**config.mk**
```make
export PLATFORM = sky130hd
export DESIGN_NAME = kqg_queue
export DESIGN_NICKNAME = d
export VERILOG_FILES = /design/src/rtl/assert_macros.svh /design/src/rtl/kqg_pkg.sv /design/src/rtl/kqg_queue.sv
export SDC_FILE = /design/constraint.sdc
export NUM_CORES = 1
export LEC_CHECK = 0
export BUFFER_PORTS_ARGS = -buffer_cell sky130_fd_sc_hd__buf_2
export CORE_ASPECT_RATIO = 0.8
export CORE_UTILIZATION = 54
export CTS_BUF_LIST = sky130_fd_sc_hd__clkbuf_8
export DETAILED_ROUTE_END_ITERATION = 8
export PLACE_DENSITY = 0.82
export SLEW_MARGIN = 20
export SYNTH_ARGS = -nofsm -noshare
export SYNTH_HDL_FRONTEND = slang
export SYNTH_SLANG_ARGS = --single-unit
```
**constraint.sdc**
```tcl
create_clock -name clk -period 12.5 [get_ports clk]
set_input_delay 0 -clock clk [delete_from_list [all_inputs] [get_ports clk]]
set_output_delay 0 -clock clk [all_outputs]
set_load 0.01 [all_outputs]
```
**src/rtl/assert_macros.svh**
```systemverilog
// Assertion helpers used by the top level; both expect clk and rst_n in scope.
`ifndef ASSERT_MACROS_SVH
`define ASSERT_MACROS_SVH

// Same-cycle implication.
`define KQG_ASSERT_IMPL(label, ante, cons) \
    label: assert property (@(posedge clk) disable iff (!rst_n) (ante) |-> (cons)) \
        else $error("keyframe gate check failed");

// Next-cycle implication.
`define KQG_ASSERT_NEXT(label, ante, cons) \
    label: assert property (@(posedge clk) disable iff (!rst_n) (ante) |=> (cons)) \
        else $error("keyframe gate check failed");

`endif

```
**src/rtl/kqg_pkg.sv**
```systemverilog
`timescale 1ns / 1ps
package kqg_pkg;

    localparam int FP_LEN       = 64;
    localparam int FP_BITS      = 8;
    localparam int MIN_SELECTED = 3;

    localparam int IDX_W     = $clog2(FP_LEN);
    localparam int CNT_W     = $clog2(FP_LEN + 1);
    localparam int ADDR_W    = IDX_W + 1;
    localparam int RAM_DEPTH = 2 * (1 << IDX_W);
    localparam int BYTE_MAX  = (1 << FP_BITS) - 1;
    localparam int SUM_W     = $clog2(FP_LEN * BYTE_MAX + 1);
    localparam int SQ_W      = $clog2(FP_LEN * BYTE_MAX * BYTE_MAX + 1);
    localparam int PROD_W    = CNT_W + SQ_W;
    localparam int VAR_W     = PROD_W + 1;
    localparam int RAD_W     = 2 * PROD_W;
    localparam int ROOT_W    = PROD_W;
    localparam int REM_W     = ROOT_W + 2;
    localparam int Q_SHIFT   = 15;
    localparam int NUM_W     = PROD_W + Q_SHIFT;
    localparam int ITER_W    = $clog2(NUM_W + 1);

    localparam logic [16:0] DIST_ONE  = 17'd65536;
    localparam logic [16:0] DIST_HALF = 17'd32768;

    typedef enum logic [3:0] {
        RSN_BLUR         = 4'd0,
        RSN_UNDER        = 4'd1,
        RSN_OVER         = 4'd2,
        RSN_LOW_CONTRAST = 4'd3,
        RSN_START        = 4'd4,
        RSN_SPACING      = 4'd5,
        RSN_DISCONT      = 4'd6,
        RSN_DUPLICATE    = 4'd7,
        RSN_MAX_GAP      = 4'd8,
        RSN_CHANGE       = 4'd9
    } reason_t;

    typedef enum logic [2:0] {
        CFG_SHARP_FLOOR = 3'd0,
        CFG_MIN_LUMA    = 3'd1,
        CFG_MAX_LUMA    = 3'd2,
        CFG_MIN_DEV     = 3'd3,
        CFG_MIN_GAP     = 3'd4,
        CFG_MAX_GAP     = 3'd5,
        CFG_MIN_DIST    = 3'd6,
        CFG_MAX_DIST    = 3'd7
    } cfg_idx_t;

    typedef struct packed {
        logic [15:0] sharpness_floor;
        logic [15:0] min_luma;
        logic [15:0] max_luma;
        logic [15:0] min_luma_deviation;
        logic [15:0] min_frame_gap;
        logic [15:0] max_frame_gap;
        logic [16:0] min_appearance_distance;
        logic [16:0] max_appearance_distance;
    } cfg_t;

    localparam cfg_t CFG_RESET = '{
        sharpness_floor:         16'd0,
        min_luma:                16'd0,
        max_luma:                16'hFFFF,
        min_luma_deviation:      16'd0,
        min_frame_gap:           16'd1,
        max_frame_gap:           16'hFFFF,
        min_appearance_distance: 17'd0,
        max_appearance_distance: 17'd65536
    };

    // One finished frame handed from front to back.
    typedef struct packed {
        logic             reject;
        reason_t          reason;
        logic             eoc;
        logic [CNT_W-1:0] n;
        logic [SUM_W-1:0] sum;
        logic [SQ_W-1:0]  sumsq;
        logic [SQ_W-1:0]  xsum;
    } job_t;

    // Decision fed back to the front so it can pick the reference bank.
    typedef struct packed {
        logic valid;
        logic sel;
        logic clear;
    } done_t;

endpackage

```
**src/rtl/kqg_queue.sv**
```systemverilog
`timescale 1ns / 1ps
module kqg_queue (
    input  logic          clk,
    input  logic          rst_n,
    input  logic          push,
    input  kqg_pkg::job_t push_data,
    output logic          full,
    input  logic          pop,
    output kqg_pkg::job_t head,
    output logic          avail
);
    import kqg_pkg::*;

    localparam int DEPTH = 2;
    localparam int PTR_W = $clog2(DEPTH);
    localparam int CNT_W_Q = $clog2(DEPTH + 1);

    job_t               slot_reg [DEPTH];
    logic [PTR_W-1:0]   wr_ptr_reg;
    logic [PTR_W-1:0]   rd_ptr_reg;
    logic [CNT_W_Q-1:0] count_reg;
    logic               do_push;
    logic               do_pop;

    assign full    = (count_reg == CNT_W_Q'(DEPTH));
    assign avail   = (count_reg != '0);
    assign head    = slot_reg[rd_ptr_reg];
    assign do_push = push && !full;
    assign do_pop  = pop && avail;

    always_ff @(posedge clk or negedge rst_n)
    begin
        if (!rst_n)
        begin
            wr_ptr_reg <= '0;
            rd_ptr_reg <= '0;
            count_reg  <= '0;
        end
        else
        begin
            if (do_push)
            begin
                wr_ptr_reg <= wr_ptr_reg + PTR_W'(1);
            end
            if (do_pop)
            begin
                rd_ptr_reg <= rd_ptr_reg + PTR_W'(1);
            end
            if (do_push && !do_pop)
            begin
                count_reg <= count_reg + CNT_W_Q'(1);
            end
            else if (do_pop && !do_push)
            begin
                count_reg <= count_reg - CNT_W_Q'(1);
            end
        end
    end

    always_ff @(posedge clk)
    begin
        if (do_push)
        begin
            slot_reg[wr_ptr_reg] <= push_data;
        end
    end

endmodule

```
## Yosys cells after proc, flatten, opt, wreduce, memory -nomap -nowiden

Memory sizes are Yosys's and may differ from the RTL's.
Index checks and enable logic that the tools add are counted.

- Memories: 1
- Input port bits: 75
- Register bits after elaboration: 4
- Memory bits (writable): 142
- Output and inout port bits: 73
- Word-level logic and storage cells: 22

Memory list:

| memory | words | width | read ports | clocked after Yosys merged registers in | wr ports | line | source |
|---|---|---|---|---|---|---|---|
| slot_reg | 2 | 71 | 1 | 0 | 1 | kqg_queue.sv:18 | `job_t slot_reg [DEPTH];` |

- Equality and inequality tests: 1
- Add/sub/neg operators: 4
- Muxes and demuxes: 4
- Reduce and logical (&&, ||, !) cells: 9

Operator list:

| operator | count |
|---|---|
| logical AND 1 bit | 4 |
| two-way mux 2 bit | 2 |
| nonzero test 2 bit | 2 |
| logical NOT 1 bit | 3 |
| adder 1 bit (second input constant) | 2 |
| adder 2 x 1 -> 2 bit (second input constant) | 1 |
| == test 2 bit (second input constant) | 1 |
| two-way mux 1 bit | 2 |
| subtractor 2 x 1 -> 2 bit (second input constant) | 1 |

## Logic depth before layout (Yosys ltp)

- Word-level depth: 7
- Gate-level depth with buffers: 7

## Worst setup path before layout

OpenSTA, ideal clock, no wires.

- Path kind: reg-to-reg
- From: reg count_reg[0]
- To: mem slot_reg[0][0] in the netlist's numbering (enable)
- Cell stages (with the launch flop): 4
- Data arrival time: 3588 ps
- Data required time: 12000 ps
- Library setup time: 500 ps
- Setup slack: 8411 ps
- Cells stage by stage: dfrtp_1 > nand2b_1 > nand2_1 > nor2_1

- Longest elaborated chain between the ends: 5

RTL lines:

| what | line | source |
|---|---|---|
| start, declared | kqg_queue.sv:21 | `logic [CNT_W_Q-1:0] count_reg;` |
| start signal, assigned | kqg_queue.sv:51 | `count_reg <= count_reg + CNT_W_Q'(1);` |
| start signal, assigned | kqg_queue.sv:55 | `count_reg <= count_reg - CNT_W_Q'(1);` |
| == test 2 bit | kqg_queue.sv:25 | `assign full = (count_reg == CNT_W_Q'(DEPTH));` |
| logical NOT 1 bit | kqg_queue.sv:28 | `assign do_push = push && !full;` |
| logical AND 1 bit | kqg_queue.sv:28 |  |
| two-way mux 1 bit | kqg_queue.sv:62 | `if (do_push)` |
| two-way mux 1 bit (not written as such) | kqg_queue.sv:64 | `slot_reg[wr_ptr_reg] <= push_data;` |
| end, declared | kqg_queue.sv:18 |  |

No other way between the ends.

==> impl_results.md <==
- Worst-path clk slew: 0.08 ns
- DR iter-0 viols: 144
- Post-synthesis cell type count: 16
- Post-CTS Resized: 0
- Slew HR: 31.17%
- TNS Setup: 0 ns
- Die Y: 93.69 um
- Effective utilization at floorplan: 55.41%
- Fin cells: 627
- Min Tclk post-route: 2.515 ns
- Reg2reg path depth: 4
- Largest net degree at the start of global routing: 72
- Via Count: 3024
- Later-pin clock latency in the skew report: 0.43 ns
- Max incr delay on CP: 0.86 ns
- Pre-antenna DRT Iters: 5
- Cell area power density: 218.1 nW/um^2
- Critical-path maximum fanout: 37
- Dominant cells by area after synthesis: edfxtp_1 (75%), mux2_4 (18%), buf_12 (2.5%), dfrtp_1 (1.8%), xnor2_1 (0.46%)
- Dpl cells: 521
- CTS tree: yes
- GR Util All Layers: 20.19%
- Fin Clk Skew: 0.01112 ns
- Register area share after synthesis: 76.91%
- Routed len/inst: 16.82 um
- Post-layout util: 74.91%
- Max IR drop VDD: 0.1743 mV
- Clock sinks: 146
- Initial antenna violation count: 0
- Setup crit end kind: primary output
- Routability cong.: 0.7301
- Buffer type at the clock tree root: clkbuf_8
- Setup ws final: 9.985 ns
- Global-route wire length before repair: 15660 um
- H-Tree Depth: 4
- Setup bufs post-CTS: 0
- Area leader, netlist: edfxtp_1
- Static leakage: 0.003135 uW
- Worst-margin pin slew: 1.030 ns
- Hold Violations, Final: 0
- DR DRC count: 0
- Max-Cap Viols: 0
- Synthesized area per cell: 23.64 um^2
- Critical-path cell list: buf_4, mux2_4, buf_2
- Instance count of the mapped netlist: 240
- RSZ-0062 raised after global routing: false
- Final setup violation count: 0
- Number of inserted diodes: 0
- Layout area overhead: 35.19%
- HPWL after DPL: 5790 um
- Core ar.: 10240 um^2
- Die area: 10920 um^2
- Post-synth top area share: 75.15%
- Status: complete, no violations
- WP data arrival: 2.52 ns
- Final cycle utilization of the critical path: 20.12%
- Synthesized area: 5674 um^2
- Critical path class: reg -> out
- Vias per inst: 4.823
- Max Freq: 0.3975 GHz
- Vias in the first global route: 3245
- Pre-CTS WS: 10.02 ns
- Startpoint Class: flop
- Min-Delay Path Class: in -> reg
- Routed wire length: 10550 um
- WP data required: 12.50 ns
- Syn Nets: 316
- Seq cells post-synth: 146
- Critical-path top delay cell: dfrtp_4
- Fillers: 634
- Hold Crit Depth: 2
- Row Count: 33
- Num CTS Buffers: 17
- Yosys warns: 0
- Final nets: 551
- Largest register FFs: 142
- Clock Tree Buf Depth: 2
- IO Count: 148
- Buffers on Ports: 147
- DRT antenna net count: 0
- Total global routing overflow: 0
- Hold WS: 0.2931 ns
- Ratio of cells with drive above 1 in the final layout: 51.75%
- Max-slew violation count: 0
- Die Wd: 116.6 um
[final timing paths]
kind | startpoint | end | slack, ns
hold / removal | push_data[52] | slot_reg[0][52] | 0.29
hold reg to reg | count_reg[1] | count_reg[1] | 0.51
max in group asynchronous | rst_n | rd_ptr_reg | 11.82
min in group asynchronous | rst_n | count_reg[0] | 0.48
setup reg to reg | count_reg[0] | slot_reg[0][18] | 10.01
setup / recovery | rd_ptr_reg | head[16] | 9.98
[worst max-delay path: cells and delay by family (launching register included)]
| family | cells | cell delay, ns |
|---|---|---|
| muxes | 1 | 0.36 |
| DFF | 1 | 0.86 |
| buffers and inverters | 2 | 0.80 |
[cell usage after synthesis]
cell and number:
ha_1 1, nor2_1 2, nand2b_1 1, xor2_1 2
inv_1 2, buf_12 7, buf_6 1, nand2_2 1
mux2_4 69, nand2_1 1, dfrtp_1 4, or2_2 1
xnor2_1 3, and3_1 1, mux2_2 2, edfxtp_1 142
[logic make-up (layout without fill, tap and decap cells)]
kind of cell | after synthesis | count (layout) | share of synthesized area [%]
flops | 146 | 146 | 76.91
mux | 71 | 71 | 18.65
buf+inv | 10 | 257 | 2.800
simple gates | 7 | 7 | 0.6397
xor+xnor | 5 | 5 | 0.7719
fa+ha+maj | 1 | 1 | 0.2205
[final cells by class]
type / count / area [um^2] / share of cell area (%)
Multi-Input combinational cell: 84 / 1164 / 15.17
Timing Repair Buffer: 224 / 1501 / 19.57
Tap cell: 140 / 175.2 / 2.283
Clock buffer: 17 / 234.0 / 3.050
Inverter: 2 / 7.507 / 0.09786
Sequential cell: 146 / 4368 / 56.94
Clock inverter: 14 / 221.5 / 2.887
[per-layer routing]
| layer | global-route usage (%) | vias to the layer above | share of wire (%) |
|---|---|---|---|
| li1 | - | 1415 | - |
| met1 | 22.04 | 1487 | 41 |
| met2 | 35.45 | 114 | 52 |
| met3 | 7.677 | 8 | 6.3 |
| met4 | 7.806 | 0 | 0.70 |
| met5 | 0 | - | 0 |
[cells in the final DEF, fill, tap and decap left out]
cell / instances
or2_2: 1
mux2_2: 2
clkinvlp_4: 1
dfrtp_4: 1
xor2_1: 2
bufinv_16: 6
and3_4: 1
buf_4: 2
clkbuf_8: 17
edfxtp_1: 142
mux2_4: 69
nand2_2: 1
nor2_1: 1
clkinv_4: 1
xnor2_1: 3
dfrtp_1: 3
nand2b_1: 1
nor2_4: 1
dlygate4sd3_1: 75
nand2_1: 1
inv_1: 5
clkinv_1: 1
clkinv_2: 2
ha_1: 1
buf_2: 147
[where the power goes]
group / internal (uW) / total (uW) / switching [uW]
registers: 672 / 736 / 63.7
clock network: 253 / 417 / 164
logic: 281 / 520 / 239
total: 1210 / 1670 / 467
[what timing repair did]
| action | in CTS | in global routing |
|---|---|---|
| endpoints found under the setup margin | 0 | 0 |
| endpoints found under the hold margin | 149 | 0 |
| hold buffers | 75 | 0 |
[through the flow]
step | cell area, um^2 | power [uW]
after floorplan | 5674 | 1129
after detailed placement | 6465 | 1247
final | 7671 | 1673
after global placement | 6465 | 1235
after global routing | 7671 | 1751
after CTS | 7671 | 1681
(Power assumes the default switching activity.)
