<file path="config.mk">
export PLATFORM = sky130hd
export DESIGN_NAME = kqg_front_flat
export DESIGN_NICKNAME = d
export VERILOG_FILES = /design/src/rtl/assert_macros.svh /design/src/rtl/kqg_pkg.sv /design/src/rtl/kqg_ifs.sv /design/src/rtl/kqg_ram.sv /design/src/rtl/kqg_front.sv /design/src/flat_wrapper.sv
export SDC_FILE = /design/constraint.sdc
export NUM_CORES = 1
export LEC_CHECK = 0
export ABC_CLOCK_PERIOD_IN_PS = 7500
export BUFFER_PORTS_ARGS = -buffer_cell sky130_fd_sc_hd__buf_4
export CAP_MARGIN = 20
export CORE_MARGIN = 2
export CORE_UTILIZATION = 53
export CTS_CLUSTER_SIZE = 28
export DETAILED_ROUTE_END_ITERATION = 8
export HOLD_SLACK_MARGIN = 0.03
export PLACE_DENSITY = 0.71
export SLEW_MARGIN = 10
export SYNTH_ARGS = -nofsm -noshare
export SYNTH_HDL_FRONTEND = slang
export SYNTH_HIERARCHICAL = 1
export SYNTH_SLANG_ARGS = --single-unit
export TNS_END_PERCENT = 20
</file>
<file path="constraint.sdc">
create_clock -name clk -period 7.5 [get_ports clk]
set_clock_uncertainty 0.1 [all_clocks]
set_input_delay 1.125 -clock clk [delete_from_list [all_inputs] [get_ports clk]]
set_output_delay 1.125 -clock clk [all_outputs]
set_load 0.01 [all_outputs]
</file>
<file path="src/rtl/assert_macros.svh">
// Assertion helpers used by the top level; both expect clk and rst_n in scope.
`ifndef ASSERT_MACROS_SVH
`define ASSERT_MACROS_SVH

// Same-cycle implication.
`define KQG_ASSERT_IMPL(label, ante, cons) \
    label: assert property (@(posedge clk) disable iff (!rst_n) (ante) |-> (cons)) \
        else $error("keyframe gate check failed");

// Next-cycle implication.
`define KQG_ASSERT_NEXT(label, ante, cons) \
    label: assert property (@(posedge clk) disable iff (!rst_n) (ante) |=> (cons)) \
        else $error("keyframe gate check failed");

`endif

</file>
<file path="src/rtl/kqg_pkg.sv">
`timescale 1ns / 1ps
package kqg_pkg;

    localparam int FP_LEN       = 64;
    localparam int FP_BITS      = 8;
    localparam int MIN_SELECTED = 3;

    localparam int IDX_W     = $clog2(FP_LEN);
    localparam int CNT_W     = $clog2(FP_LEN + 1);
    localparam int ADDR_W    = IDX_W + 1;
    localparam int RAM_DEPTH = 2 * (1 << IDX_W);
    localparam int BYTE_MAX  = (1 << FP_BITS) - 1;
    localparam int SUM_W     = $clog2(FP_LEN * BYTE_MAX + 1);
    localparam int SQ_W      = $clog2(FP_LEN * BYTE_MAX * BYTE_MAX + 1);
    localparam int PROD_W    = CNT_W + SQ_W;
    localparam int VAR_W     = PROD_W + 1;
    localparam int RAD_W     = 2 * PROD_W;
    localparam int ROOT_W    = PROD_W;
    localparam int REM_W     = ROOT_W + 2;
    localparam int Q_SHIFT   = 15;
    localparam int NUM_W     = PROD_W + Q_SHIFT;
    localparam int ITER_W    = $clog2(NUM_W + 1);

    localparam logic [16:0] DIST_ONE  = 17'd65536;
    localparam logic [16:0] DIST_HALF = 17'd32768;

    typedef enum logic [3:0] {
        RSN_BLUR         = 4'd0,
        RSN_UNDER        = 4'd1,
        RSN_OVER         = 4'd2,
        RSN_LOW_CONTRAST = 4'd3,
        RSN_START        = 4'd4,
        RSN_SPACING      = 4'd5,
        RSN_DISCONT      = 4'd6,
        RSN_DUPLICATE    = 4'd7,
        RSN_MAX_GAP      = 4'd8,
        RSN_CHANGE       = 4'd9
    } reason_t;

    typedef enum logic [2:0] {
        CFG_SHARP_FLOOR = 3'd0,
        CFG_MIN_LUMA    = 3'd1,
        CFG_MAX_LUMA    = 3'd2,
        CFG_MIN_DEV     = 3'd3,
        CFG_MIN_GAP     = 3'd4,
        CFG_MAX_GAP     = 3'd5,
        CFG_MIN_DIST    = 3'd6,
        CFG_MAX_DIST    = 3'd7
    } cfg_idx_t;

    typedef struct packed {
        logic [15:0] sharpness_floor;
        logic [15:0] min_luma;
        logic [15:0] max_luma;
        logic [15:0] min_luma_deviation;
        logic [15:0] min_frame_gap;
        logic [15:0] max_frame_gap;
        logic [16:0] min_appearance_distance;
        logic [16:0] max_appearance_distance;
    } cfg_t;

    localparam cfg_t CFG_RESET = '{
        sharpness_floor:         16'd0,
        min_luma:                16'd0,
        max_luma:                16'hFFFF,
        min_luma_deviation:      16'd0,
        min_frame_gap:           16'd1,
        max_frame_gap:           16'hFFFF,
        min_appearance_distance: 17'd0,
        max_appearance_distance: 17'd65536
    };

    // One finished frame handed from front to back.
    typedef struct packed {
        logic             reject;
        reason_t          reason;
        logic             eoc;
        logic [CNT_W-1:0] n;
        logic [SUM_W-1:0] sum;
        logic [SQ_W-1:0]  sumsq;
        logic [SQ_W-1:0]  xsum;
    } job_t;

    // Decision fed back to the front so it can pick the reference bank.
    typedef struct packed {
        logic valid;
        logic sel;
        logic clear;
    } done_t;

endpackage

</file>
<file path="src/rtl/kqg_ifs.sv">
`timescale 1ns / 1ps
interface kqg_item_if;
    logic        valid;
    logic        ready;
    logic [7:0]  fingerprint_byte;
    logic        last_byte;
    logic [15:0] sharpness;
    logic [15:0] mean_luma;
    logic [15:0] luma_deviation;
    logic        end_of_capture;

    modport source (output valid, fingerprint_byte, last_byte, sharpness, mean_luma,
                    luma_deviation, end_of_capture, input ready);
    modport sink   (input valid, fingerprint_byte, last_byte, sharpness, mean_luma,
                    luma_deviation, end_of_capture, output ready);
endinterface


</file>
<file path="src/rtl/kqg_ram.sv">
`timescale 1ns / 1ps
module kqg_ram #(
    parameter int WIDTH = 8,
    parameter int DEPTH = 128
) (
    input  logic                     clk,
    input  logic                     wr_en,
    input  logic [$clog2(DEPTH)-1:0] wr_addr,
    input  logic [WIDTH-1:0]         wr_data,
    input  logic                     rd_en,
    input  logic [$clog2(DEPTH)-1:0] rd_addr,
    output logic [WIDTH-1:0]         rd_data
);

    logic [WIDTH-1:0] mem_reg [DEPTH];
    logic [WIDTH-1:0] rd_data_reg;

    always_ff @(posedge clk)
    begin
        if (wr_en)
        begin
            mem_reg[wr_addr] <= wr_data;
        end
        if (rd_en)
        begin
            rd_data_reg <= mem_reg[rd_addr];
        end
    end

    assign rd_data = rd_data_reg;

endmodule

</file>
<file path="src/rtl/kqg_front.sv">
`timescale 1ns / 1ps
module kqg_front (
    input  logic           clk,
    input  logic           rst_n,
    kqg_item_if.sink       item,
    input  kqg_pkg::cfg_t  cfg,
    input  kqg_pkg::done_t done,
    output kqg_pkg::job_t  job,
    output logic           job_push,
    input  logic           job_full
);
    import kqg_pkg::*;

    logic [CNT_W-1:0]     cnt_reg;
    logic                 bank_reg;
    logic                 busy_reg;
    logic [SUM_W-1:0]     sum_reg;
    logic [SQ_W-1:0]      sumsq_reg;
    logic [SQ_W-1:0]      cross_reg;

    logic                 s1_valid_reg;
    logic                 s1_last_reg;
    logic                 s1_in_range_reg;
    logic [FP_BITS-1:0]   s1_byte_reg;
    logic [CNT_W-1:0]     s1_n_reg;
    logic                 s1_reject_reg;
    reason_t              s1_reason_reg;
    logic                 s1_eoc_reg;

    logic                 accept;
    logic                 in_range;
    logic [FP_BITS-1:0]   byte_in;
    logic [FP_BITS-1:0]   ref_byte;
    logic [ADDR_W-1:0]    wr_addr;
    logic [ADDR_W-1:0]    rd_addr;
    logic                 q_reject;
    reason_t              q_reason;
    logic [2*FP_BITS-1:0] sq_term;
    logic [2*FP_BITS-1:0] cross_term;
    logic [SUM_W-1:0]     sum_add;
    logic [SQ_W-1:0]      sumsq_add;
    logic [SQ_W-1:0]      cross_add;

    assign item.ready = !busy_reg && !job_full;
    assign accept     = item.valid && item.ready;
    assign in_range   = (cnt_reg < CNT_W'(FP_LEN));
    assign byte_in    = item.fingerprint_byte[FP_BITS-1:0];
    assign wr_addr    = {~bank_reg, cnt_reg[IDX_W-1:0]};
    assign rd_addr    = {bank_reg, cnt_reg[IDX_W-1:0]};

    kqg_ram #(
        .WIDTH (FP_BITS),
        .DEPTH (RAM_DEPTH)
    ) u_store (
        .clk     (clk),
        .wr_en   (accept && in_range),
        .wr_addr (wr_addr),
        .wr_data (byte_in),
        .rd_en   (accept && in_range),
        .rd_addr (rd_addr),
        .rd_data (ref_byte)
    );

    // Quality screen, in priority order.
    always_comb
    begin
        q_reject = 1'b1;
        q_reason = RSN_START;
        if (cfg.sharpness_floor != '0 && item.sharpness < cfg.sharpness_floor)
        begin
            q_reason = RSN_BLUR;
        end
        else if (item.mean_luma < cfg.min_luma)
        begin
            q_reason = RSN_UNDER;
        end
        else if (item.mean_luma > cfg.max_luma)
        begin
            q_reason = RSN_OVER;
        end
        else if (item.luma_deviation < cfg.min_luma_deviation)
        begin
            q_reason = RSN_LOW_CONTRAST;
        end
        else
        begin
            q_reject = 1'b0;
        end
    end

    assign sq_term    = s1_byte_reg * s1_byte_reg;
    assign cross_term = s1_byte_reg * ref_byte;
    assign sum_add    = sum_reg + SUM_W'(s1_byte_reg);
    assign sumsq_add  = sumsq_reg + SQ_W'(sq_term);
    assign cross_add  = cross_reg + SQ_W'(cross_term);

    assign job_push  = s1_valid_reg && s1_last_reg;
    assign job.reject = s1_reject_reg;
    assign job.reason = s1_reason_reg;
    assign job.eoc    = s1_eoc_reg;
    assign job.n      = s1_n_reg;
    assign job.sum    = s1_in_range_reg ? sum_add : sum_reg;
    assign job.sumsq  = s1_in_range_reg ? sumsq_add : sumsq_reg;
    assign job.xsum   = s1_in_range_reg ? cross_add : cross_reg;

    always_ff @(posedge clk or negedge rst_n)
    begin
        if (!rst_n)
        begin
            cnt_reg      <= '0;
            bank_reg     <= 1'b0;
            busy_reg     <= 1'b0;
            s1_valid_reg <= 1'b0;
            sum_reg      <= '0;
            sumsq_reg    <= '0;
            cross_reg    <= '0;
        end
        else
        begin
            s1_valid_reg <= accept;
            if (accept)
            begin
                if (item.last_byte)
                begin
                    cnt_reg <= '0;
                end
                else if (in_range)
                begin
                    cnt_reg <= cnt_reg + CNT_W'(1);
                end
            end
            // Hold off the next frame until its reference bank is known.
            if (accept && item.last_byte)
            begin
                busy_reg <= 1'b1;
            end
            else if (done.valid)
            begin
                busy_reg <= 1'b0;
            end
            if (done.valid)
            begin
                if (done.clear)
                begin
                    bank_reg <= 1'b0;
                end
                else if (done.sel)
                begin
                    bank_reg <= ~bank_reg;
                end
            end
            if (s1_valid_reg)
            begin
                if (s1_last_reg)
                begin
                    sum_reg   <= '0;
                    sumsq_reg <= '0;
                    cross_reg <= '0;
                end
                else if (s1_in_range_reg)
                begin
                    sum_reg   <= sum_add;
                    sumsq_reg <= sumsq_add;
                    cross_reg <= cross_add;
                end
            end
        end
    end

    always_ff @(posedge clk)
    begin
        if (accept)
        begin
            s1_last_reg     <= item.last_byte;
            s1_in_range_reg <= in_range;
            s1_byte_reg     <= byte_in;
            s1_n_reg        <= in_range ? cnt_reg + CNT_W'(1) : cnt_reg;
            s1_reject_reg   <= q_reject;
            s1_reason_reg   <= q_reason;
            s1_eoc_reg      <= item.end_of_capture;
        end
    end

endmodule

</file>
<file path="src/flat_wrapper.sv">
// flat-port wrapper written by rule: the top's interface ports become plain ports
module kqg_front_flat import kqg_pkg::*;
  (clk, rst_n, cfg, done, job, job_push, job_full, item_valid, item_fingerprint_byte, item_last_byte, item_sharpness, item_mean_luma, item_luma_deviation, item_end_of_capture, item_ready);
  kqg_item_if item_i ();
  input  logic clk;
  input  logic rst_n;
  input  kqg_pkg::cfg_t cfg;
  input  kqg_pkg::done_t done;
  output kqg_pkg::job_t job;
  output logic job_push;
  input  logic job_full;
  input wire logic [$bits(item_i.valid)-1:0] item_valid;
  input wire logic [$bits(item_i.fingerprint_byte)-1:0] item_fingerprint_byte;
  input wire logic [$bits(item_i.last_byte)-1:0] item_last_byte;
  input wire logic [$bits(item_i.sharpness)-1:0] item_sharpness;
  input wire logic [$bits(item_i.mean_luma)-1:0] item_mean_luma;
  input wire logic [$bits(item_i.luma_deviation)-1:0] item_luma_deviation;
  input wire logic [$bits(item_i.end_of_capture)-1:0] item_end_of_capture;
  output wire logic [$bits(item_i.ready)-1:0] item_ready;
  assign item_i.valid = item_valid;
  assign item_i.fingerprint_byte = item_fingerprint_byte;
  assign item_i.last_byte = item_last_byte;
  assign item_i.sharpness = item_sharpness;
  assign item_i.mean_luma = item_mean_luma;
  assign item_i.luma_deviation = item_luma_deviation;
  assign item_i.end_of_capture = item_end_of_capture;
  assign item_ready = item_i.ready;
  kqg_front u_core (.clk(clk), .rst_n(rst_n), .item(item_i), .cfg(cfg), .done(done), .job(job), .job_push(job_push), .job_full(job_full));
endmodule
</file>
==> Word level (Yosys, flattened, before mapping) <==
Memory sizes are Yosys's and may differ from the RTL's. A register that Yosys moved wholly into a read port is not among the register bits.
Cells that the tools add are included.
{ "word_totals": {"reg_bits": 90, "latch_bits": 0, "mem_bits_rw": 1024, "rom_bits": 0, "inputBits": 195, "output_inout_bits": 73, "word_cells": 61, "mem_count": 1} }
{ "memory_table": {"columns": ["memory", "depth", "word_bits", "rd", "rd_ports_with_merged_regs", "wr", "line", "rtl"], "rows": [
  ["u_core.u_store.mem_reg", 128, 8, 1, 1, 1, "kqg_ram.sv:15", "logic [WIDTH-1:0] mem_reg [DEPTH];"]
]} }
{ "classes": {"addsub": 4, "n_mul": 2, "div_mod_pow": 0, "n_lt_le_gt_ge": 5, "n_eq_ne": 0, "shift": 0, "mux": 18, "bitwise_logic": 1, "n_reduce_logical": 14} }
{ "ops": {"columns": ["cell", "count"], "rows": [
  ["$mux W22", 4],
  ["$lt A16 B16 Y1", 3],
  ["$add A22 B16 Y22", 2],
  ["$mul A8 B8 Y16", 2],
  ["$mux W14", 2],
  ["$gt A16 B16 Y1", 1],
  ["$reduce_bool A16 Y1", 1],
  ["$add A14 B8 Y14", 1],
  ["$mux W7", 2],
  ["$mux W1", 8],
  ["$add A7 B1 Y7 const B", 1],
  ["$lt A7 B7 Y1 const B", 1],
  ["$logic_and A1 B1 Y1", 6],
  ["$reduce_bool A2 Y1", 2],
  ["$mux W3", 1],
  ["$reduce_or A3 Y1", 1],
  ["$logic_not A1 Y1", 2],
  ["$mux W2", 1],
  ["$reduce_and A2 Y1", 1],
  ["$reduce_or A2 Y1", 1],
  ["$not A1 Y1", 1]
]} }

==> Logic depth before layout (Yosys ltp) <==
{ "logic_depth": {"ltp_word": 6, "ltp_mapped": 19, "ltp_nobuf": 17} }

==> By module <==
Netlist, hierarchy kept.
{ "by_module_without_submodules": {"columns": ["mod", "instances", "cells_each", "area_per_inst_um2", "seq_area_each_um2"], "rows": [
  ["kqg_ram", 1, 1635, 39745.6, 30989.7],
  ["kqg_front", 1, 1257, 11208.2, 2362.3]
]} }

==> Worst setup path before layout <==
OpenSTA, ideal clock, no wires.
{ "synth_timing": {"path_kind": "register to output", "from": "register u_core.s1_byte_reg[5]", "to": "output port job[17] in the netlist's numbering", "t_arrival_ns": 4.776, "t_required_ns": 6.275, "path_slack_ns": 1.499, "path_stages_with_launch": 19, "n_path_buf": 2, "cell_sequence": "edfxtp_1 clkbuf_1 clkbuf_1 nand2_1 fa_1 inv_1 fa_1 fa_1 inv_1 fa_1 inv_1 ha_1 and3_1 a221oi_4 o22ai_1 a21oi_2 o31a_1 xnor2_1 mux2_2"} }
{ "synth_rtl": {"columns": ["item", "line", "rtl"], "rows": [
  ["from (decl)", "kqg_front.sv:24", "logic [FP_BITS-1:0] s1_byte_reg;"],
  ["from (signal assigned)", "kqg_front.sv:176", "s1_byte_reg <= byte_in;"],
  ["to (decl)", "flat_wrapper.sv:9", "output kqg_pkg::job_t job;"]
]} }

==> qor.txt <==
Max-Cap Viols = 0
max reg flops = 1,024
WS Path Type = reg -> out
Tot GR Track Use = 23.1%
Synth Instances = 2,892
worst-margin pin slew = 1090 ps
Req. time, crit path = 6270 ps
RSZ-0062 raised after global routing = false
Die Area = 98,600 um^2
Bufs on Longest Clock Path = 3
Pre-Repair DR Iteration Count = 7
die span in y = 314 um
Post-Route WL = 112,000 um
headroom to the max-slew limit = 26.8%
Fmax = 0.139 GHz
worst hold path depth = 1
Lkg Pwr = 20.2 nW
Power, Total = 18.1 mW
GR Overflow Total = 0
n_diodes = 0
Setup crit start kind = flop
pin count of the biggest net entering global routing = 134
share of cells above drive strength 1 = 24.6%
Pwr Density = 314 nW/um^2
Design Area, Final = 57,600 um^2
post-synthesis sequential area ratio = 65.5%
flops & latches, synth = 1,122
Worst VDD drop = 0.245 mV
syn nets = 3,328
fin crit period = 7180 ps
Final Non-Filler Cells = 4,471
CP Max Fanout = 19
Rows = 113
most used flip-flop cell after synthesis = edfxtp_1
clock sink count = 1,122
Setup Total Neg Slack = 0 ps
TritonCTS Buffers = 108
Pins Over Slew Limit = 0
RePlAce Congestion = 0.875
number of global-route vias before repair = 27,821
Initial Util = 53.5%
first-pass GRT wire length = 170,000 um
Post-CTS Hold Buffers = 0
Ports = 268
drt via density = 6.05
wire per inst = 25.1 um
synth unique cells = 72
number of routed nets with antenna violations = 0
die width = 314 um
Crit. End Element = primary output
I/O Buffers = 200
Worst R2R Path Depth = 17
Starting DRT DRC Count = 2,540
Hold Vio Cnt, Final = 0
Root Buffer = clkbuf_16
status = completed
Arrival @ worst endpoint = 5960 ps
Area Growth Syn to Fin = 13.1%
H-tree depth = 3
# setup viols final = 0
EDFF count, synth = 1,054
Hold Crit Class = reg -> reg
Final period util = 95.8%
initial antenna violation count = 2
DRC Markers = 0
CTS tree = built
nets = 3,550
CTS clk-pin slew, worst paths = 60 ps
via count = 27,071
DP Area = 53,800 um^2
Post-DP HPWL = 71,700 um
async set or reset register ratio after synthesis = 6.06%
Core Region = 95,200 um^2
mapped cell area = 51,000 um^2
yosys warns = 6
insertion delay to the later sink of the worst-skew pair = 700 ps
filler instances = 6,768
Mean Syn Cell Area = 17.6 um^2
DP Cell Count = 4,259
==> layer usage <==
| layer | routed length, um | global-route usage, % |
|---|---|---|
| met4 | 3290 | 6.81 |
| met2 | 54900 | 37.6 |
| met1 | 44300 | 31.7 |
| met5 | 23 | 0 |
| met3 | 9640 | 4.87 |
==> cells by family after synthesis <==
kind of cell             Yosys count  share of synthesized area, %
AO/OA/AOI/OAI                    255                          3.51
buffers and inverters            377                          2.96
AND/OR/NAND/NOR                  472                          4.33
multiplexers                     370                          15.6
other                              1                       0.00736
adder cells (fa/ha/maj)          241                          7.21
flip-flops                      1122                          65.5
XOR/XNOR                          54                         0.928
==> worst max-delay path, cell delays in order (launching register included) <==
cell and delay (ps):
edfxtp_1 830, and2_1 340, inv_1 90, fa_1 480, fa_1 510, inv_1 50, fa_1 470, inv_1 50
fa_1 520, inv_1 40, ha_1 330, o21ai_0 130, o21bai_1 160, a21oi_2 270, o21ai_2 110, a221o_1 370
and3_1 230, xnor2_1 160, buf_4 150
==> synthesized netlist by cell type (3+ instances only) <==
cell | instances | share of area, %
nand2b_1 | 6 | 0.074
a31oi_1 | 7 | 0.086
o2bb2ai_1 | 8 | 0.14
xor2_1 | 15 | 0.26
o21a_1 | 6 | 0.088
mux2i_1 | 4 | 0.079
nand2_1 | 117 | 0.86
nand3_1 | 28 | 0.28
o211ai_1 | 7 | 0.10
dfrtp_1 | 68 | 3.3
and3_1 | 11 | 0.14
nor2_1 | 166 | 1.2
nor2b_1 | 24 | 0.29
ha_1 | 153 | 3.8
mux4_2 | 336 | 15
or3_1 | 5 | 0.061
nor3_1 | 20 | 0.20
nand4_1 | 20 | 0.25
o21ai_0 | 50 | 0.49
a41oi_1 | 3 | 0.052
xnor2_1 | 39 | 0.67
buf_1 | 21 | 0.15
a22o_1 | 30 | 0.52
buf_2 | 16 | 0.16
and2_1 | 58 | 0.71
buf_4 | 17 | 0.25
a21o_1 | 31 | 0.46
a21oi_1 | 54 | 0.53
a221o_1 | 14 | 0.28
inv_1 | 240 | 1.8
and4_1 | 4 | 0.069
o31ai_1 | 6 | 0.088
a211oi_1 | 6 | 0.088
nor4_1 | 5 | 0.061
fa_1 | 88 | 3.5
mux2_2 | 30 | 0.66
edfxtp_1 | 1054 | 62
clkbuf_1 | 80 | 0.59
==> per-stage QoR <==
step	util, %	hold WS (ps)	worst slack, ps
after floorplan	-	373	1500
final	60.5	405	316
after global placement	56.5	390	1010
after CTS	60.4	410	252
after detailed placement	56.5	393	980
after global routing	60.5	438	11.7
==> path summary, 6_finish.rpt <==
kind	start	end	slack (ps)
setup / recovery	u_core/s1_byte_reg[6]$_DFFE_PP_	job[41]	320
hold / removal	u_core/cross_reg[7]$_DFFE_PN0P_	u_core/cross_reg[7]$_DFFE_PN0P_	410
setup reg to reg	u_core/s1_byte_reg[6]$_DFFE_PP_	u_core/sumsq_reg[21]$_DFFE_PN0P_	2110
hold reg to reg	u_core/cross_reg[7]$_DFFE_PN0P_	u_core/cross_reg[7]$_DFFE_PN0P_	410
max in group asynchronous	rst_n	u_core/cnt_reg[4]$_DFFE_PN0P_	6110
min in group asynchronous	rst_n	u_core/sum_reg[10]$_DFFE_PN0P_	480
==> timing repair <==
| action | in CTS | in global routing |
|---|---|---|
| endpoints found under the hold margin | 0 | 0 |
| setup endpoints to repair | 0 | 2 |
| resized for setup | 0 | 0 |
| setup buffers | 0 | 3 |
==> layout make-up <==
cell class / instances / area (um^2) / area share (%)
Timing Repair Buffer: 248 / 1990 / 3.45
Clock buffer: 123 / 2780 / 4.83
Inverter: 241 / 905 / 1.57
Tap cell: 1265 / 1580 / 2.75
Clock inverter: 79 / 868 / 1.51
Sequential cell: 1122 / 33400 / 57.9
Multi-Input combinational cell: 1393 / 16100 / 28.0
==> layout by cell type, fill, tap and decap left out, types with 24 or more instances in the layout <==
cell type  instances
a21o_1            31
fa_1              88
o21ai_0           50
nor2b_1           24
a22o_1            30
buf_4            237
and2_1            58
nand3_1           28
xnor2_1           39
inv_1            240
dfrtp_1           64
a21oi_1           54
clkinv_1          33
edfxtp_1        1054
nor2_1           165
clkbuf_16        109
ha_1             153
nand2_1          117
mux2_2            30
mux4_2           336
==> power by group <==
part / leakage [nW] / internal [mW] / total (mW) / switching, mW
Sequential: 10.4 / 6.97 / 7.15 / 0.179
Clock: 1.75 / 3.19 / 5.53 / 2.34
Combinational: 8.06 / 2.47 / 5.40 / 2.93
Total: 20.2 / 12.6 / 18.1 / 5.45
(Power assumes the default switching activity.)
