$ cat src/rtl/assert_macros.svh
// Assertion helpers used by the top level; both expect clk and rst_n in scope.
`ifndef ASSERT_MACROS_SVH
`define ASSERT_MACROS_SVH

// Same-cycle implication.
`define KQG_ASSERT_IMPL(label, ante, cons) \
    label: assert property (@(posedge clk) disable iff (!rst_n) (ante) |-> (cons)) \
        else $error("keyframe gate check failed");

// Next-cycle implication.
`define KQG_ASSERT_NEXT(label, ante, cons) \
    label: assert property (@(posedge clk) disable iff (!rst_n) (ante) |=> (cons)) \
        else $error("keyframe gate check failed");

`endif

$ cat src/rtl/kqg_pkg.sv
`timescale 1ns / 1ps
package kqg_pkg;

    localparam int FP_LEN       = 64;
    localparam int FP_BITS      = 8;
    localparam int MIN_SELECTED = 3;

    localparam int IDX_W     = $clog2(FP_LEN);
    localparam int CNT_W     = $clog2(FP_LEN + 1);
    localparam int ADDR_W    = IDX_W + 1;
    localparam int RAM_DEPTH = 2 * (1 << IDX_W);
    localparam int BYTE_MAX  = (1 << FP_BITS) - 1;
    localparam int SUM_W     = $clog2(FP_LEN * BYTE_MAX + 1);
    localparam int SQ_W      = $clog2(FP_LEN * BYTE_MAX * BYTE_MAX + 1);
    localparam int PROD_W    = CNT_W + SQ_W;
    localparam int VAR_W     = PROD_W + 1;
    localparam int RAD_W     = 2 * PROD_W;
    localparam int ROOT_W    = PROD_W;
    localparam int REM_W     = ROOT_W + 2;
    localparam int Q_SHIFT   = 15;
    localparam int NUM_W     = PROD_W + Q_SHIFT;
    localparam int ITER_W    = $clog2(NUM_W + 1);

    localparam logic [16:0] DIST_ONE  = 17'd65536;
    localparam logic [16:0] DIST_HALF = 17'd32768;

    typedef enum logic [3:0] {
        RSN_BLUR         = 4'd0,
        RSN_UNDER        = 4'd1,
        RSN_OVER         = 4'd2,
        RSN_LOW_CONTRAST = 4'd3,
        RSN_START        = 4'd4,
        RSN_SPACING      = 4'd5,
        RSN_DISCONT      = 4'd6,
        RSN_DUPLICATE    = 4'd7,
        RSN_MAX_GAP      = 4'd8,
        RSN_CHANGE       = 4'd9
    } reason_t;

    typedef enum logic [2:0] {
        CFG_SHARP_FLOOR = 3'd0,
        CFG_MIN_LUMA    = 3'd1,
        CFG_MAX_LUMA    = 3'd2,
        CFG_MIN_DEV     = 3'd3,
        CFG_MIN_GAP     = 3'd4,
        CFG_MAX_GAP     = 3'd5,
        CFG_MIN_DIST    = 3'd6,
        CFG_MAX_DIST    = 3'd7
    } cfg_idx_t;

    typedef struct packed {
        logic [15:0] sharpness_floor;
        logic [15:0] min_luma;
        logic [15:0] max_luma;
        logic [15:0] min_luma_deviation;
        logic [15:0] min_frame_gap;
        logic [15:0] max_frame_gap;
        logic [16:0] min_appearance_distance;
        logic [16:0] max_appearance_distance;
    } cfg_t;

    localparam cfg_t CFG_RESET = '{
        sharpness_floor:         16'd0,
        min_luma:                16'd0,
        max_luma:                16'hFFFF,
        min_luma_deviation:      16'd0,
        min_frame_gap:           16'd1,
        max_frame_gap:           16'hFFFF,
        min_appearance_distance: 17'd0,
        max_appearance_distance: 17'd65536
    };

    // One finished frame handed from front to back.
    typedef struct packed {
        logic             reject;
        reason_t          reason;
        logic             eoc;
        logic [CNT_W-1:0] n;
        logic [SUM_W-1:0] sum;
        logic [SQ_W-1:0]  sumsq;
        logic [SQ_W-1:0]  xsum;
    } job_t;

    // Decision fed back to the front so it can pick the reference bank.
    typedef struct packed {
        logic valid;
        logic sel;
        logic clear;
    } done_t;

endpackage

$ cat src/rtl/kqg_ifs.sv


interface kqg_result_if;
    logic        valid;
    logic        ready;
    logic [15:0] frame_index;
    logic        selected;
    logic [3:0]  reason;
    logic [16:0] appearance_distance;
    logic        too_few_selected;

    modport source (output valid, frame_index, selected, reason, appearance_distance,
                    too_few_selected, input ready);
    modport sink   (input valid, frame_index, selected, reason, appearance_distance,
                    too_few_selected, output ready);
endinterface

$ cat src/rtl/kqg_back.sv
`timescale 1ns / 1ps
module kqg_back (
    input  logic           clk,
    input  logic           rst_n,
    input  kqg_pkg::cfg_t  cfg,
    input  kqg_pkg::job_t  job,
    input  logic           job_avail,
    output logic           job_pop,
    output kqg_pkg::done_t done,
    kqg_result_if.source   result
);
    import kqg_pkg::*;

    typedef enum logic [2:0] {
        ST_IDLE,
        ST_MUL,
        ST_VPROD,
        ST_SQRT,
        ST_DIV,
        ST_SCALE,
        ST_DECIDE
    } state_t;

    state_t                   state_reg;
    logic [ITER_W-1:0]        step_reg;
    logic [SUM_W-1:0]         sum_st_reg;
    logic [SQ_W-1:0]          sumsq_st_reg;
    logic [15:0]              frame_cnt_reg;
    logic [15:0]              last_sel_reg;
    logic                     have_reg;
    logic [15:0]              total_reg;
    logic signed [VAR_W-1:0]  va_reg;
    logic signed [VAR_W-1:0]  vb_reg;
    logic signed [VAR_W-1:0]  cov_reg;
    logic [RAD_W-1:0]         rad_reg;
    logic [ROOT_W-1:0]        root_reg;
    logic [REM_W-1:0]         rem_reg;
    logic [NUM_W-1:0]         num_reg;
    logic [ROOT_W-1:0]        drem_reg;
    logic [16:0]              dist_reg;

    logic                     out_valid_reg;
    logic [15:0]              out_index_reg;
    logic                     out_sel_reg;
    reason_t                  out_reason_reg;
    logic [16:0]              out_dist_reg;
    logic                     out_few_reg;

    logic [SUM_W-1:0]         mul_a;
    logic [SQ_W-1:0]          mul_b;
    logic [SUM_W+SQ_W-1:0]    mul_p;
    logic signed [VAR_W-1:0]  mul_s;
    logic [RAD_W-1:0]         vprod;
    logic [REM_W+1:0]         rem_sh;
    logic [REM_W+1:0]         trial;
    logic [REM_W+1:0]         rem_diff;
    logic                     sq_take;
    logic [ROOT_W:0]          dsh;
    logic [ROOT_W:0]          ddiff;
    logic                     dge;
    logic [VAR_W-1:0]         cov_mag;
    logic [16:0]              q_clamp;
    logic [16:0]              dist_calc;
    logic [15:0]              gap;
    logic                     at_max;
    logic                     dec_sel;
    reason_t                  dec_reason;
    logic [15:0]              total_inc;
    logic [15:0]              total_after;
    logic                     dec_few;
    logic                     fire;

    // Shared multiplier for the six moment products.
    always_comb
    begin
        case (step_reg)
            ITER_W'(0): begin mul_a = SUM_W'(job.n); mul_b = sumsq_st_reg; end
            ITER_W'(1): begin mul_a = sum_st_reg;    mul_b = SQ_W'(sum_st_reg); end
            ITER_W'(2): begin mul_a = SUM_W'(job.n); mul_b = job.sumsq; end
            ITER_W'(3): begin mul_a = job.sum;       mul_b = SQ_W'(job.sum); end
            ITER_W'(4): begin mul_a = SUM_W'(job.n); mul_b = job.xsum; end
            default:    begin mul_a = sum_st_reg;    mul_b = SQ_W'(job.sum); end
        endcase
    end

    assign mul_p = mul_a * mul_b;
    assign mul_s = signed'(mul_p[VAR_W-1:0]);
    assign vprod = va_reg[PROD_W-1:0] * vb_reg[PROD_W-1:0];

    // One root bit per cycle.
    assign rem_sh   = {rem_reg, rad_reg[RAD_W-1 -: 2]};
    assign trial    = {2'b00, root_reg, 2'b01};
    assign sq_take  = (rem_sh >= trial);
    assign rem_diff = rem_sh - trial;

    // One quotient bit per cycle.
    assign dsh   = {drem_reg, num_reg[NUM_W-1]};
    assign dge   = (dsh >= {1'b0, root_reg});
    assign ddiff = dsh - {1'b0, root_reg};

    assign cov_mag   = cov_reg[VAR_W-1] ? VAR_W'(-cov_reg) : VAR_W'(cov_reg);
    assign q_clamp   = (num_reg > NUM_W'(DIST_HALF)) ? DIST_HALF : num_reg[16:0];
    assign dist_calc = cov_reg[VAR_W-1] ? DIST_HALF + q_clamp : DIST_HALF - q_clamp;

    assign gap    = frame_cnt_reg - last_sel_reg;
    assign at_max = (gap >= cfg.max_frame_gap);

    always_comb
    begin
        dec_sel    = 1'b0;
        dec_reason = job.reason;
        if (job.reject)
        begin
            dec_reason = job.reason;
        end
        else if (!have_reg)
        begin
            dec_sel    = 1'b1;
            dec_reason = RSN_START;
        end
        else if (gap < cfg.min_frame_gap)
        begin
            dec_reason = RSN_SPACING;
        end
        else if (dist_reg > cfg.max_appearance_distance)
        begin
            dec_reason = RSN_DISCONT;
        end
        else if (at_max ? ({dist_reg, 2'b00} < {2'b00, cfg.min_appearance_distance})
                        : (dist_reg < cfg.min_appearance_distance))
        begin
            dec_reason = RSN_DUPLICATE;
        end
        else
        begin
            dec_sel    = 1'b1;
            dec_reason = at_max ? RSN_MAX_GAP : RSN_CHANGE;
        end
    end

    assign total_inc   = (total_reg != 16'hFFFF) ? total_reg + 16'd1 : total_reg;
    assign total_after = dec_sel ? total_inc : total_reg;
    assign dec_few     = job.eoc && (total_after < 16'(MIN_SELECTED));
    assign fire        = (state_reg == ST_DECIDE) && (!out_valid_reg || result.ready);

    assign job_pop    = fire;
    assign done.valid = fire;
    assign done.sel   = dec_sel;
    assign done.clear = job.eoc;

    assign result.valid               = out_valid_reg;
    assign result.frame_index         = out_index_reg;
    assign result.selected            = out_sel_reg;
    assign result.reason              = out_reason_reg;
    assign result.appearance_distance = out_dist_reg;
    assign result.too_few_selected    = out_few_reg;

    always_ff @(posedge clk or negedge rst_n)
    begin
        if (!rst_n)
        begin
            state_reg     <= ST_IDLE;
            step_reg      <= '0;
            sum_st_reg    <= '0;
            sumsq_st_reg  <= '0;
            frame_cnt_reg <= '0;
            last_sel_reg  <= '0;
            have_reg      <= 1'b0;
            total_reg     <= '0;
            out_valid_reg <= 1'b0;
        end
        else
        begin
            if (out_valid_reg && result.ready && !fire)
            begin
                out_valid_reg <= 1'b0;
            end
            case (state_reg)
                ST_IDLE:
                begin
                    step_reg <= '0;
                    dist_reg <= '0;
                    if (job_avail)
                    begin
                        state_reg <= (job.reject || !have_reg) ? ST_DECIDE : ST_MUL;
                    end
                end
                ST_MUL:
                begin
                    step_reg <= step_reg + ITER_W'(1);
                    case (step_reg)
                        ITER_W'(0): va_reg  <= mul_s;
                        ITER_W'(1): va_reg  <= va_reg - mul_s;
                        ITER_W'(2): vb_reg  <= mul_s;
                        ITER_W'(3): vb_reg  <= vb_reg - mul_s;
                        ITER_W'(4): cov_reg <= mul_s;
                        default:
                        begin
                            cov_reg   <= cov_reg - mul_s;
                            state_reg <= ST_VPROD;
                        end
                    endcase
                end
                ST_VPROD:
                begin
                    step_reg <= '0;
                    rem_reg  <= '0;
                    root_reg <= '0;
                    rad_reg  <= vprod;
                    if (va_reg[VAR_W-1] || va_reg == '0 || vb_reg[VAR_W-1] || vb_reg == '0)
                    begin
                        dist_reg  <= DIST_ONE;
                        state_reg <= ST_DECIDE;
                    end
                    else
                    begin
                        state_reg <= ST_SQRT;
                    end
                end
                ST_SQRT:
                begin
                    rad_reg  <= {rad_reg[RAD_W-3:0], 2'b00};
                    rem_reg  <= sq_take ? rem_diff[REM_W-1:0] : rem_sh[REM_W-1:0];
                    root_reg <= {root_reg[ROOT_W-2:0], sq_take};
                    if (step_reg == ITER_W'(ROOT_W - 1))
                    begin
                        step_reg  <= '0;
                        num_reg   <= {cov_mag[PROD_W-1:0], {Q_SHIFT{1'b0}}};
                        drem_reg  <= '0;
                        state_reg <= ST_DIV;
                    end
                    else
                    begin
                        step_reg <= step_reg + ITER_W'(1);
                    end
                end
                ST_DIV:
                begin
                    step_reg <= step_reg + ITER_W'(1);
                    drem_reg <= dge ? ddiff[ROOT_W-1:0] : dsh[ROOT_W-1:0];
                    num_reg  <= {num_reg[NUM_W-2:0], dge};
                    if (step_reg == ITER_W'(NUM_W - 1))
                    begin
                        state_reg <= ST_SCALE;
                    end
                end
                ST_SCALE:
                begin
                    dist_reg  <= dist_calc;
                    state_reg <= ST_DECIDE;
                end
                ST_DECIDE:
                begin
                    if (fire)
                    begin
                        out_valid_reg  <= 1'b1;
                        out_index_reg  <= frame_cnt_reg;
                        out_sel_reg    <= dec_sel;
                        out_reason_reg <= dec_reason;
                        out_dist_reg   <= dist_reg;
                        out_few_reg    <= dec_few;
                        state_reg      <= ST_IDLE;
                        if (job.eoc)
                        begin
                            sum_st_reg    <= '0;
                            sumsq_st_reg  <= '0;
                            frame_cnt_reg <= '0;
                            last_sel_reg  <= '0;
                            have_reg      <= 1'b0;
                            total_reg     <= '0;
                        end
                        else
                        begin
                            if (dec_sel)
                            begin
                                last_sel_reg <= frame_cnt_reg;
                                have_reg     <= 1'b1;
                                total_reg    <= total_inc;
                                sum_st_reg   <= job.sum;
                                sumsq_st_reg <= job.sumsq;
                            end
                            if (frame_cnt_reg != 16'hFFFF)
                            begin
                                frame_cnt_reg <= frame_cnt_reg + 16'd1;
                            end
                        end
                    end
                end
                default:
                begin
                    state_reg <= ST_IDLE;
                end
            endcase
        end
    end

endmodule

$ cat src/flat_wrapper.sv
// flat-port wrapper written by rule: the top's interface ports become plain ports
module kqg_back_flat import kqg_pkg::*;
  (clk, rst_n, cfg, job, job_avail, job_pop, done, result_valid, result_frame_index, result_selected, result_reason, result_appearance_distance, result_too_few_selected, result_ready);
  kqg_result_if result_i ();
  input  logic clk;
  input  logic rst_n;
  input  kqg_pkg::cfg_t cfg;
  input  kqg_pkg::job_t job;
  input  logic job_avail;
  output logic job_pop;
  output kqg_pkg::done_t done;
  output wire logic [$bits(result_i.valid)-1:0] result_valid;
  output wire logic [$bits(result_i.frame_index)-1:0] result_frame_index;
  output wire logic [$bits(result_i.selected)-1:0] result_selected;
  output wire logic [$bits(result_i.reason)-1:0] result_reason;
  output wire logic [$bits(result_i.appearance_distance)-1:0] result_appearance_distance;
  output wire logic [$bits(result_i.too_few_selected)-1:0] result_too_few_selected;
  input wire logic [$bits(result_i.ready)-1:0] result_ready;
  assign result_valid = result_i.valid;
  assign result_frame_index = result_i.frame_index;
  assign result_selected = result_i.selected;
  assign result_reason = result_i.reason;
  assign result_appearance_distance = result_i.appearance_distance;
  assign result_too_few_selected = result_i.too_few_selected;
  assign result_i.ready = result_ready;
  kqg_back u_core (.clk(clk), .rst_n(rst_n), .cfg(cfg), .job(job), .job_avail(job_avail), .job_pop(job_pop), .done(done), .result(result_i));
endmodule
$ cat config.mk
export PLATFORM = sky130hd
export DESIGN_NAME = kqg_back_flat
export DESIGN_NICKNAME = d
export VERILOG_FILES = /design/src/rtl/assert_macros.svh /design/src/rtl/kqg_pkg.sv /design/src/rtl/kqg_ifs.sv /design/src/rtl/kqg_back.sv /design/src/flat_wrapper.sv
export SDC_FILE = /design/constraint.sdc
export NUM_CORES = 2
export LEC_CHECK = 0
export BUFFER_PORTS_ARGS = -buffer_cell sky130_fd_sc_hd__buf_2
export CAP_MARGIN = 20
export CORE_MARGIN = 2
export CORE_UTILIZATION = 40
export CTS_CLUSTER_DIAMETER = 100
export DETAILED_ROUTE_END_ITERATION = 16
export SYNTH_ARGS = -nofsm -noshare
export SYNTH_HDL_FRONTEND = slang
export SYNTH_SLANG_ARGS = --single-unit
export TNS_END_PERCENT = 20
$ cat constraint.sdc
create_clock -name clk -period 12.7 [get_ports clk]
set_clock_uncertainty 0.1 [all_clocks]
set_input_delay 1.27 -clock clk [delete_from_list [all_inputs] [get_ports clk]]
set_output_delay 1.27 -clock clk [all_outputs]
set_load 0.1 [all_outputs]
# --- Word-level counts from Yosys, hierarchy flattened ---
# Cells that the tools add are included.
totals:
  elab_cells: 164
  register_bits: 432
  out_inout_bits: 44
classes:
  n_reduce_logical: 40
  mux: 57
  eq_ne: 20
  addsub: 12
  n_bitwise: 1
  order_cmp: 9
  mul: 2
op_table:
  columns: ["operator", "n"]
  rows:
  - ["case mux 30 bit (2 select lines)", 3]
  - ["case mux 29 bit (2 select lines)", 2]
  - ["case mux 58 bit (2 select lines)", 1]
  - ["two-way mux 16 bit", 7]
  - ["subtractor 30 bit", 3]
  - ["case mux 22 bit (4 select lines)", 1]
  - ["case mux 44 bit (2 select lines)", 1]
  - ["two-way mux 29 bit", 3]
  - ["case mux 31 bit (2 select lines)", 1]
  - ["logical NOT 30 bit", 2]
  - ["multiplier 29 x 29 -> 58 bit", 1]
  - ["two-way mux 17 bit", 3]
  - ["case mux 17 bit (3 select lines)", 1]
  - ["> comparator 44 x 16 -> 1 bit, second input constant", 1]
  - ["two-way mux 22 bit", 2]
  - ["two-way mux 44 bit", 1]
  - ["greater-or-equal comparator 33 x 31 -> 1 bit", 1]
  - ["adder 16 x 1 -> 16 bit, second input constant", 2]
  - ["inequality test 16 bit, second input constant", 2]
  - ["two-way mux 31 bit", 1]
  - ["subtractor 31 bit", 1]
  - ["greater-or-equal comparator 30 x 29 -> 1 bit", 1]
  - ["multiplier 14 x 22 -> 30 bit", 1]
  - ["negator 29 bit", 1]
  - ["other kinds (44)", 98]

# --- Longest topological paths before layout ---
depth:
  depth_word: 11
  mapped_depth: 48
  depth_no_buf: 46

# --- Worst setup path after synthesis ---
# OpenSTA, ideal clock, no wires.
synth_path:
  kind: "flip-flop to flip-flop"
  startpoint: "reg u_core.step_reg[2]"
  endpoint: "reg u_core.va_reg[29], data pin"
  period_less_slack_ps: 11547
  t_required_ps: 12332
  setup_slack_ps: 1153
  path_buffers: 5
  setup_time_ps: 268
  path_stages_with_launch: 45
  arrival_ps: 11179
  cell_sequence: "dfrtp_1 clkbuf_1 nor4_1 and2_0 clkbuf_1 clkbuf_1 nor2_1 clkbuf_1 a221oi_1 clkbuf_1 nor2_1 fa_1 inv_1 fa_1 inv_1 fa_1 inv_1 fa_1 [9 not listed] o21bai_1 a21oi_1 xor2_1 ha_1 a21o_1 a21o_1 a21oi_1 o211ai_1 maj3_2 o21a_1 maj3_2 maj3_2 maj3_2 a21oi_2 a21oi_1 o311ai_2 o41ai_2 xnor2_1"
synth_between:
  elab_chain_len: 6
synth_lines:
  columns: ["item", "line_no", "rtl"]
  rows:
  - ["start, declared", "kqg_back.sv:25", "logic [ITER_W-1:0] step_reg;"]
  - ["start signal, assigned", "kqg_back.sv:190", "step_reg <= step_reg + ITER_W'(1);"]
  - ["start signal, assigned", "kqg_back.sv:234", "step_reg <= step_reg + ITER_W'(1);"]
  - ["start signal, assigned", "kqg_back.sv:239", "step_reg <= step_reg + ITER_W'(1);"]
  - ["== test 6 x 2 -> 1 bit, or another cell as far along", "kqg_back.sv:76", "case (step_reg)"]
  - ["OR reduction 3 bit (no line)", null, null]
  - ["case mux 14 bit (2 select lines)", "kqg_back.sv:76", null]
  - ["multiplier 14 x 22 -> 30 bit", "kqg_back.sv:86", "assign mul_p = mul_a * mul_b;"]
  - ["subtractor 30 bit", "kqg_back.sv:193", "ITER_W'(1): va_reg <= va_reg - mul_s;"]
  - ["case mux 30 bit (2 select lines) (*)", "kqg_back.sv:191", "case (step_reg)"]
  - ["end signal, assigned", "kqg_back.sv:192", "ITER_W'(0): va_reg <= mul_s;"]
  - ["end signal, assigned", "kqg_back.sv:193", null]
  - ["end, declared", "kqg_back.sv:32", "logic signed [VAR_W-1:0] va_reg;"]
# Every way passes the cells marked *; elsewhere a longest branch is shown, timed or not.
# A chain may end at the register's enable or synchronous reset.

# --- Worst setup path after layout ---
layout_path:
  startpoint: "reg u_core.step_reg[0]"
  endpoint: "reg u_core.cov_reg[28], data pin"
layout_between:
  elab_chain_len: 6
layout_lines:
  columns: ["item", "line_no", "rtl"]
  rows:
  - ["== test 6 x 2 -> 1 bit, or another cell as far along", "kqg_back.sv:76, kqg_back.sv:191", null]
  - ["OR reduction 3 bit (no line)", null, null]
  - ["case mux 14 bit (2 select lines)", "kqg_back.sv:76", null]
  - ["multiplier 14 x 22 -> 30 bit", "kqg_back.sv:86", null]
  - ["subtractor 30 bit", "kqg_back.sv:199", "cov_reg <= cov_reg - mul_s;"]
  - ["case mux 30 bit (2 select lines) (*)", "kqg_back.sv:191", null]
  - ["end signal, assigned", "kqg_back.sv:196", "ITER_W'(4): cov_reg <= mul_s;"]
  - ["end signal, assigned", "kqg_back.sv:199", null]
  - ["end, declared", "kqg_back.sv:34", "logic signed [VAR_W-1:0] cov_reg;"]
# Marked as above.

==> flow_metrics.py <==
metrics = {
    "clock_network": {
        "numClockSinks": 432,
        "cts_tree": "done",
        "cts_buffers": 57,
        "cts_root_buf": "clkbuf_16",
        "cts_max_level": 2,
        "cts_setup_buffers": 0,
        "cts_hold_buf": 0,
        "clk_path_buf_depth": 3,
        "insertion_delay_ns": 0.68,
        "path_clk_slew_ns": 0.06,
    },
    "floorplan": {
        "design.core.area_sq_mm": 0.1608,
        "fp.dieArea_sq_mm": 0.1653,
        "io_pins": 249,
        "initial_utilization_pct": 40.32,
        "die_x_microns": 406.5,
        "row_count": 147,
        "die_h_microns": 406.5,
    },
    "final_layout": {
        "largest_reg_flops": 58,
        "nFillCells": 15739,
        "final_cells": 9479,
        "final_cell_mix": "inv_1, nand2_1, fa_1, ha_1, nor2_1",
        "nets": 8960,
        "drive_above_1_share_pct": 6.471,
        "layout_commonest_cell": "inv_1",
        "area_growth_pct": 8.399,
    },
    "synthesis": {
        "synth_cell_types": 89,
        "postSynthAreaPerCell_sq_um": 8.958,
        "netlist_area_sq_mm": 0.06482,
        "ys_ff_latch": 432,
        "ys_seq_area_share_pct": 19.28,
        "syn_nets": 8933,
        "synth_edf_count": 337,
        "synth-async-reset-ratio_pct": 21.99,
        "synth_flop_cell": "edfxtp_1",
        "syn_inst": 7236,
        "yosys_warnings": 0,
    },
    "route": {
        "drt_wl_total_mm": 174.9,
        "detail_route.vias_per_cell": 5.290,
        "drtIter0Drc": 3312,
        "drc_errors": 0,
        "vias": 50144,
        "ant_nets": 0,
        "dr.pass1.iters": 6,
        "drt-wirelength-per-cell_microns": 18.46,
    },
    "place": {
        "place_inst": 9363,
        "portBuffers": 184,
        "dp_hpwl_mm": 135.1,
        "gp_congestion": 0.9149,
    },
    "min_path": {
        "hold_start": "u_core.sumsq_st_reg[20]",
        "hold_depth": 1,
        "hold_path.class": "flop to flop",
        "hold_path_end": "u_core.sumsq_st_reg[20]",
    },
    "job": {
        "drv_cap": 0,
    },
    "global_routing": {
        "use_met1_pct": 29.69,
        "grtUsageMet2_pct": 36.11,
        "grt_antenna_before_repair": 9,
        "grt_most_used_layer": "met2",
        "grt_util_all_layers_pct": 21.79,
        "grt_use_met3_pct": 3.054,
        "grt_max_degree": 84,
        "grt_pass1_wl_mm": 286.3,
        "gr-total-overflow": 0,
        "grt_pass1_vias": 52126,
    },
    "timing": {
        "min_period_ns": 11.90,
        "hold_slack_ns": 0.4045,
        "slew_viol_final": 0,
        "timing.fmax_ghz": 0.08404,
        "rsz0062_at_grt": "no",
        "fin_setup_tns_ns": 0,
        "relSlewSlack_pct": 28.73,
        "setup_viol": 0,
        "max_slew.worst_pin.slew_ns": 1.069,
        "period_share_pct": 93.69,
        "hold_viol_final": 0,
    },
    "worst_setup_path": {
        "cp_data_required_time_ns": 13.01,
        "cpLargestDelayFamily": "adder cells",
        "critPathArrivalTime_ns": 12.21,
        "end_kind": "flop",
        "critPathMaxStageDelay_ns": 0.78,
        "startpoint_type": "flop",
        "crit_type": "flop to flop",
        "reg2reg_depth": 39,
        "path_common_cell": "fa_1",
        "rrSetupSlack_ns": 0.80,
        "timing.critical_path.buf_inv": 6,
        "rr_startpoint": "u_core.step_reg[0]",
        "r2r_end": "u_core.cov_reg[28]",
        "crit_fanout": 21,
        "slowest_stage": "or4b_2",
    },
    "status": {
        "status": "completed",
    },
}
[metrics by stage]
step | util, % | instance area [sq um] | setup slack (ns)
finish | 43.71 | 70260 | 0.8009
global route | 43.71 | 70260 | 0.02732
CTS | 43.68 | 70220 | 0.6330
detailed placement | 42.46 | 68250 | 0.6913
global placement | 42.42 | 68190 | 0.8301
floorplan | - | 64820 | 1.153
[Yosys cell counts (9+ instances only)]
| cell | count | area share (%) |
|---|---|---|
| fa_1 | 953 | 29 |
| and3_1 | 41 | 0.40 |
| a21boi_0 | 30 | 0.35 |
| nand2_1 | 1148 | 6.6 |
| clkbuf_1 | 317 | 1.8 |
| nor2b_1 | 44 | 0.42 |
| mux2i_1 | 55 | 0.85 |
| maj3_1 | 13 | 0.20 |
| o21a_1 | 73 | 0.85 |
| a22o_1 | 56 | 0.76 |
| nor2_1 | 456 | 2.6 |
| o22ai_1 | 9 | 0.087 |
| a31oi_1 | 19 | 0.18 |
| nand3_1 | 67 | 0.52 |
| o2111ai_1 | 10 | 0.14 |
| nor4_1 | 32 | 0.31 |
| buf_1 | 32 | 0.19 |
| or3_1 | 32 | 0.31 |
| a21o_1 | 122 | 1.4 |
| maj3_2 | 9 | 0.16 |
| xnor2_1 | 173 | 2.3 |
| nor3_1 | 77 | 0.59 |
| a221o_1 | 11 | 0.17 |
| xor2_1 | 113 | 1.5 |
| or2_2 | 11 | 0.11 |
| nand2b_1 | 48 | 0.46 |
| o21ai_1 | 11 | 0.085 |
| nand4_1 | 39 | 0.38 |
| o21ai_0 | 287 | 2.2 |
| a21oi_1 | 273 | 2.1 |
| or4_1 | 13 | 0.15 |
| a221oi_1 | 13 | 0.18 |
| dfrtp_1 | 95 | 3.7 |
| inv_1 | 1199 | 6.9 |
| o211ai_1 | 21 | 0.24 |
| edfxtp_1 | 337 | 16 |
| ha_1 | 539 | 10 |
| a211oi_1 | 27 | 0.31 |
| o21bai_1 | 31 | 0.36 |
| o31ai_1 | 25 | 0.29 |
| and2_1 | 243 | 2.3 |
| o31a_1 | 12 | 0.16 |
[area by class of cell]
class	instances	area, sq um	area share [%]
Clock buffer	83	1655	2.356
Sequential cell	432	12500	17.79
Timing Repair Buffer	323	2007	2.856
Inverter	1200	4504	6.411
Antenna cell	9	22.52	0.03205
Multi-Input combinational cell	5249	46560	66.26
Tap cell	2160	2703	3.846
Clock inverter	23	314.1	0.4470
[what timing repair did]
item,4_1_cts,5_1_grt
endpoints found under the setup margin,0,2
gates resized for setup,0,2
endpoints found under the hold margin,0,0
[cells by family (layout without fill, tap and decap cells)]
family	after synthesis	in the layout	share of synthesized area [%]
buffers and inverters	1555	1629	9.036
and+or+nand+nor	2289	2289	15.80
xor gates and xnor gates	286	286	3.865
adders and majority gates	1514	1514	40.20
other	0	9	0
AOI/OAI and AO/OA	1103	1103	10.94
muxes	57	57	0.8841
DFF	432	432	19.28
[routing by layer]
layer / routed length (microns) / up-vias
li1: - / 23274
met1: 77530 / 25337
met2: 82280 / 1264
met3: 10160 / 269
met4: 4966 / 0
met5: 0 / -
[worst max path at each step]
stage                            start                  to  slack (ns)  cells past startpoint
global placement    u_core.step_reg[3]  u_core.cov_reg[28]        0.83                     37
floorplan           u_core.step_reg[2]   u_core.va_reg[29]        1.15                     44
detailed placement  u_core.step_reg[3]  u_core.cov_reg[28]        0.69                     37
finish              u_core.step_reg[0]  u_core.cov_reg[28]        0.80                     39
global route        u_core.step_reg[0]  u_core.cov_reg[28]        0.03                     40
CTS                 u_core.step_reg[3]  u_core.cov_reg[28]        0.63                     37
Power is left out: the tool's default activity adds up to more than one toggle a clock period on the data nets, which glitch-free logic cannot reach.
